## src/sv/sdspi_pkg.sv

```systemverilog
// Package with the shared types, codes and tables of the SD card SPI sequencer.
`default_nettype none
package sdspi_pkg;

   // Bytes in one data block.
   localparam int BLOCK_BYTES = 512;
   localparam int BLOCK_SHIFT = $clog2(BLOCK_BYTES);
   localparam int ADDR_W = BLOCK_SHIFT;
   // Default count of power-up clock bytes.
   localparam int POWERUP_BYTES_DEFAULT = 10;

   // Input item kinds.
   typedef enum logic [2:0] {
      K_INIT  = 3'd0,
      K_READ  = 3'd1,
      K_WRITE = 3'd2,
      K_RX    = 3'd3,
      K_TICK  = 3'd4,
      K_LOAD  = 3'd5
   } kind_type;

   // Result kinds.
   typedef enum logic [1:0] {
      OK_SEND = 2'd0,
      OK_DATA = 2'd1,
      OK_DONE = 2'd2
   } out_kind_type;

   // Done status codes.
   typedef enum logic [2:0] {
      ST_OK        = 3'd0,
      ST_CMD_REJ   = 3'd1,
      ST_TOKEN_TO  = 3'd2,
      ST_WR_REJ    = 3'd3,
      ST_BUSY_TO   = 3'd4,
      ST_INIT_FAIL = 3'd5
   } status_type;

   // Configuration register indexes.
   typedef enum logic [2:0] {
      CSR_READ_TO  = 3'd0,
      CSR_CSD_TO   = 3'd1,
      CSR_WRITE_TO = 3'd2,
      CSR_INIT_TO  = 3'd3,
      CSR_POLL_LIM = 3'd4
   } csr_index_type;

   // Sequencer phases.
   typedef enum logic [4:0] {
      PH_IDLE, PH_POWER, PH_CMD0, PH_CMD8, PH_CMD55, PH_CMD41, PH_CMD58,
      PH_CMD16, PH_CMD9, PH_CMD17, PH_CMD24, PH_CMD8_TAIL, PH_OCR,
      PH_CSD_TOKEN, PH_CSD_DATA, PH_RD_TOKEN, PH_RD_DATA, PH_WR_OUT, PH_WR_BUSY
   } phase_type;

   // Configuration register set.
   typedef struct packed {
      logic [23:0] read_to;
      logic [23:0] csd_to;
      logic [23:0] write_to;
      logic [23:0] init_to;
      logic [3:0]  poll_lim;
   } cfg_type;

   // One result item.
   typedef struct packed {
      logic [1:0]  out_kind;
      logic [7:0]  out_byte;
      logic        cs_asserted;
      logic        fast_clock;
      logic [2:0]  status;
      logic [31:0] capacity;
      logic        addressing_by_block;
      logic        last;
   } res_type;

   // Command index byte for a command phase.
   function automatic logic [7:0] cmd_index(input phase_type ph);
      logic [7:0] idx;
      unique case (ph)
         PH_CMD0:  idx = 8'd0;
         PH_CMD8:  idx = 8'd8;
         PH_CMD55: idx = 8'd55;
         PH_CMD41: idx = 8'd41;
         PH_CMD58: idx = 8'd58;
         PH_CMD16: idx = 8'd16;
         PH_CMD9:  idx = 8'd9;
         PH_CMD17: idx = 8'd17;
         PH_CMD24: idx = 8'd24;
         default:  idx = 8'd0;
      endcase
      return idx;
   endfunction

   // CRC byte for a command phase.
   function automatic logic [7:0] cmd_crc(input phase_type ph);
      logic [7:0] crc;
      unique case (ph)
         PH_CMD0:  crc = 8'h95;
         PH_CMD8:  crc = 8'h87;
         PH_CMD55: crc = 8'h65;
         PH_CMD41: crc = 8'h77;
         PH_CMD58: crc = 8'hFD;
         default:  crc = 8'hFF;
      endcase
      return crc;
   endfunction

endpackage
`default_nettype wire

```

## src/sv/sdspi_out_queue.sv

```systemverilog
// Two-entry result queue between the sequencer core and the result channel.
`default_nettype none
module sdspi_out_queue
   import sdspi_pkg::*;
(
   input  wire logic     clock,
   input  wire logic     reset,
   input  wire logic [1:0] push_cnt,
   input  wire res_type  push_res0,
   input  wire res_type  push_res1,
   input  wire logic     pop,
   output logic [1:0]    space,
   output logic          head_valid,
   output res_type       head
);

   res_type    q_ff [2];
   res_type    q_in [2];
   logic [1:0] cnt_ff;
   logic [1:0] cnt_in;
   logic [1:0] base;

   // Pop shifts the queue; new results go in behind what remains.
   always_comb begin
      base = cnt_ff - {1'b0, pop};
      q_in[0] = q_ff[0];
      q_in[1] = q_ff[1];
      if (pop) begin
         q_in[0] = q_ff[1];
      end
      case (push_cnt)
         2'd1: q_in[base[0]] = push_res0;
         2'd2: begin
            q_in[0] = push_res0;
            q_in[1] = push_res1;
         end
         default: ;
      endcase
      cnt_in = base + push_cnt;
   end

   always_ff @(posedge clock) begin
      q_ff[0] <= q_in[0];
      q_ff[1] <= q_in[1];
      if (reset) begin
         cnt_ff <= 2'd0;
      end else begin
         cnt_ff <= cnt_in;
      end
   end

   assign space      = 2'd2 - cnt_ff + {1'b0, pop};
   assign head_valid = (cnt_ff != 2'd0);
   assign head       = q_ff[0];

endmodule
`default_nettype wire

```

## config.mk

```make
export PLATFORM = sky130hd
export DESIGN_NAME = sdspi_out_queue
export DESIGN_NICKNAME = d
export VERILOG_FILES = /design/src/sv/sdspi_pkg.sv /design/src/sv/sdspi_out_queue.sv
export SDC_FILE = /design/constraint.sdc
export NUM_CORES = 1
export LEC_CHECK = 0
export ABC_AREA = 1
export BUFFER_PORTS_ARGS = -buffer_cell sky130_fd_sc_hd__buf_2
export CELL_PAD_IN_SITES_DETAIL_PLACEMENT = 1
export CELL_PAD_IN_SITES_GLOBAL_PLACEMENT = 1
export CORE_ASPECT_RATIO = 0.9
export CORE_MARGIN = 2
export CORE_UTILIZATION = 30
export DETAILED_ROUTE_END_ITERATION = 8
export PLACE_DENSITY_LB_ADDON = 0.1
export SLEW_MARGIN = 15
export SYNTH_ARGS = -nofsm -noshare
export SYNTH_HDL_FRONTEND = slang
export SYNTH_SLANG_ARGS = --single-unit
```

## constraint.sdc

```tcl
create_clock -name clock -period 2.25 [get_ports clock]
set_input_delay 0.45 -clock clock [delete_from_list [all_inputs] [get_ports clock]]
set_output_delay 0.45 -clock clock [all_outputs]
set_load 0.01 [all_outputs]
```

==> qor.csv <==
stage,metric,value,unit
sta,Worst Tran Pin Value,0.684,ns
worst_setup_path,Crit. End Element,primary output,
sta,setup ws final,0.484,ns
worst_setup_path,FF-to-FF Start,cnt_ff[0],
finish,final net count,915,
sta,Slew headroom,54.4,%
sta,Setup-failing EPs final,0,
synthesis,Yosys cell types,25,
global_routing,first-pass GRT wire length,27.6,mm
floorplan,Die Wd,146,microns
finish,Diodes inserted,0,
hold_path,critical hold path startpoint,push_res0[32],
global_routing,GRT Total Usage,18.0,%
drt,drt drc,0,
global_routing,largest net degree at the start of global routing,62,
clocking,Num CTS Buffers,9,
global_routing,gr ovfl total,0,
synthesis,cell taking the most area after synthesis,edfxtp_1,
floorplan,IO Count,155,
sta,fin. max-slew vios,0,
drt,TritonRoute pass-1 iters,5,
worst_setup_path,WS Path Type,register to primary output,
place,Placer Congestion,0.744,
finish,final instance area,6450,sq um
clocking,Post-CTS Resized,0,
pwr,Static Leak,3.14,nW
synthesis,"FFs w/ async S/R, synth",0,%
sta,Final period util,78.5,%
pwr,Tot Pwr,4.94,mW
worst_setup_path,CP Launch Point,cnt_ff[0],
clocking,"Reg clk slew, reported paths",0.07,ns
clocking,Hold Buf Count CTS,0,
pwr,maximum vdd drop,0.375,mV
synthesis,Mapped Cells,719,
clocking,Setup Buffers After CTS,0,
drt,"antenna viol nets, final",0,
global_routing,antenna violations before repair,0,
hold_path,worst min path class,input port to register,
pwr,power density cells,765,nW/um^2
finish,Area Overhead vs Synth,17.8,%
worst_setup_path,Critical Path AT,1.32,ns
drt,WL per Instance,16.5,microns
floorplan,Core Area,17800,sq um
global_routing,vias in the first global route,5160,
drt,routed wire length,17.3,mm
worst_setup_path,critical path required time,1.80,ns
synthesis,Ys Warns,0,
worst_setup_path,CP max FO,4,
sta,"Hold Vio Cnt, Final",0,
clocking,H-tree Lvls,3,
floorplan,Initial Util,30.8,%
drt,vias,5020,
flow_run,max-cap violation count,0,
floorplan,Die Span Y,132,microns
synthesis,Main synth FF type,dfxtp_1,
synthesis,#FFs+latches synth,100,
floorplan,Die ar.,19400,sq um
clocking,Max clock buf depth,2,
status,outcome,completed,
sta,"Min Clock Period, post-route",1.77,ns
drt,vias per std cell,4.77,
synthesis,largest cells by area after synthesis,"edfxtp_1 27%, dfxtp_1 19%, nand2_1 15%",
synthesis,Post-Synthesis Mean Instance Area,7.62,sq um
clocking,Root Buffer,clkbuf_16,
drt,Initial DRC Count,216,
floorplan,Rows,46,
synthesis,top-area cell type share of the netlist area,26.9,%
finish,ratio of cells with drive above 1 in the final layout,27.6,%
sta,Worst Skew,0.00967,ns
synthesis,cell area after synthesis,5480,sq um
synthesis,"EDFF count, synth",49,
sta,setup TNS,0,ns
place,DP Wirelength,11.6,mm
place,Place WS,0.360,ns
place,Port Buf Inserts,154,
synthesis,sequential area share after synthesis,45.5,%
sta,unrepaired setup endpoints after global routing,no,
clocking,Clock Sinks,100,
worst_setup_path,Setup crit start kind,register,
place,DP Area,6160,sq um
clocking,Skew-Pair Late Insertion Delay,0.35,ns
synthesis,syn_nets,826,
sta,f_max,566,MHz
clocking,CTS tree,built,
[metal layers]
layer | GRT usage, % | routed length, microns
met1 | 23.7 | 7930
met2 | 30.3 | 8340
met3 | 4.50 | 907
met4 | 3.45 | 147
met5 | 0 | 0
[Yosys cell counts, drive strengths merged, types with 3 or more instances]
| cell | number |
|---|---|
| or2 | 25 |
| ha | 4 |
| o21ai | 96 |
| buf | 77 |
| nand2 | 232 |
| dfxtp | 51 |
| nor2 | 3 |
| edfxtp | 49 |
| clkbuf | 18 |
| a21oi | 15 |
| o22ai | 15 |
| inv | 63 |
| nand3 | 70 |
[final cells by class]
cell class              instances  area [sq um]
repair buffers                173           988
clock inverters                 2          35.0
clock buffers                  14           254
fillers                      2233         11300
multi-input cells             461          2140
well taps                     240           300
inverters                      63           239
flip-flops and latches        100          2490
[power breakdown]
group          leakage, nW  switching, mW  internal, mW
Combinational         2.07          0.649         0.411
Clock                0.141          0.693         0.895
Sequential           0.930          0.116          2.17
[kinds of logic after synthesis]
family | count (synthesis) | share of synthesized area [%]
flops | 100 | 45.5
simple gates | 330 | 26.1
compound gates | 126 | 11.9
buf+inv | 158 | 15.5
fa+ha+maj | 4 | 0.913
xor+xnor | 1 | 0.160
[worst paths after layout]
check / slack, ns / to / cells after the start
max: 0.48 / space[0] / 3
min: 0.34 / q_ff[0][32] / 3
max reg2reg: 0.68 / q_ff[0][79] / 7
min reg2reg: 0.51 / q_ff[0][38] / 2
[placed cells by master (no fill, tap or decap), types with 2 or more instances in the layout]
| cell type | Yosys | final |
|---|---|---|
| o21ai_0 | 94 | 94 |
| or2_2 | 20 | 20 |
| nand3_1 | 70 | 70 |
| clkbuf_16 | 0 | 9 |
| inv_1 | 59 | 59 |
| nand2_1 | 220 | 220 |
| o22ai_1 | 15 | 15 |
| edfxtp_1 | 49 | 49 |
| clkbuf_1 | 16 | 4 |
| nor2_4 | 1 | 2 |
| o21ai_1 | 2 | 2 |
| inv_2 | 4 | 3 |
| a21oi_1 | 15 | 15 |
| dfxtp_1 | 51 | 51 |
| buf_4 | 51 | 13 |
| buf_2 | 19 | 154 |
| buf_12 | 1 | 6 |
| or2_1 | 5 | 5 |
| nand2_2 | 12 | 12 |
| ha_1 | 4 | 3 |
[through the flow]
stage,instances,util (%),hold WS [ns]
2_1_floorplan,719,-,0.484
3_3_place_gp,1037,34.7,0.491
3_5_place_dp,1037,34.7,0.502
4_1_cts,1053,36.3,0.328
5_1_grt,1053,36.3,0.346
6_report,1053,36.3,0.342
[worst max-delay path, cell delays in order (launching register included)]
cell and delay (ns):
dfxtp_1 0.31, ha_1 0.38, inv_1 0.12, buf_2 0.16
[flip-flops by register name, summed over array words and instances, names as in the netlist]
| signal | flops |
|---|---|
| q_ff | 98 |
| cnt_ff | 2 |
(Power assumes the default switching activity.)
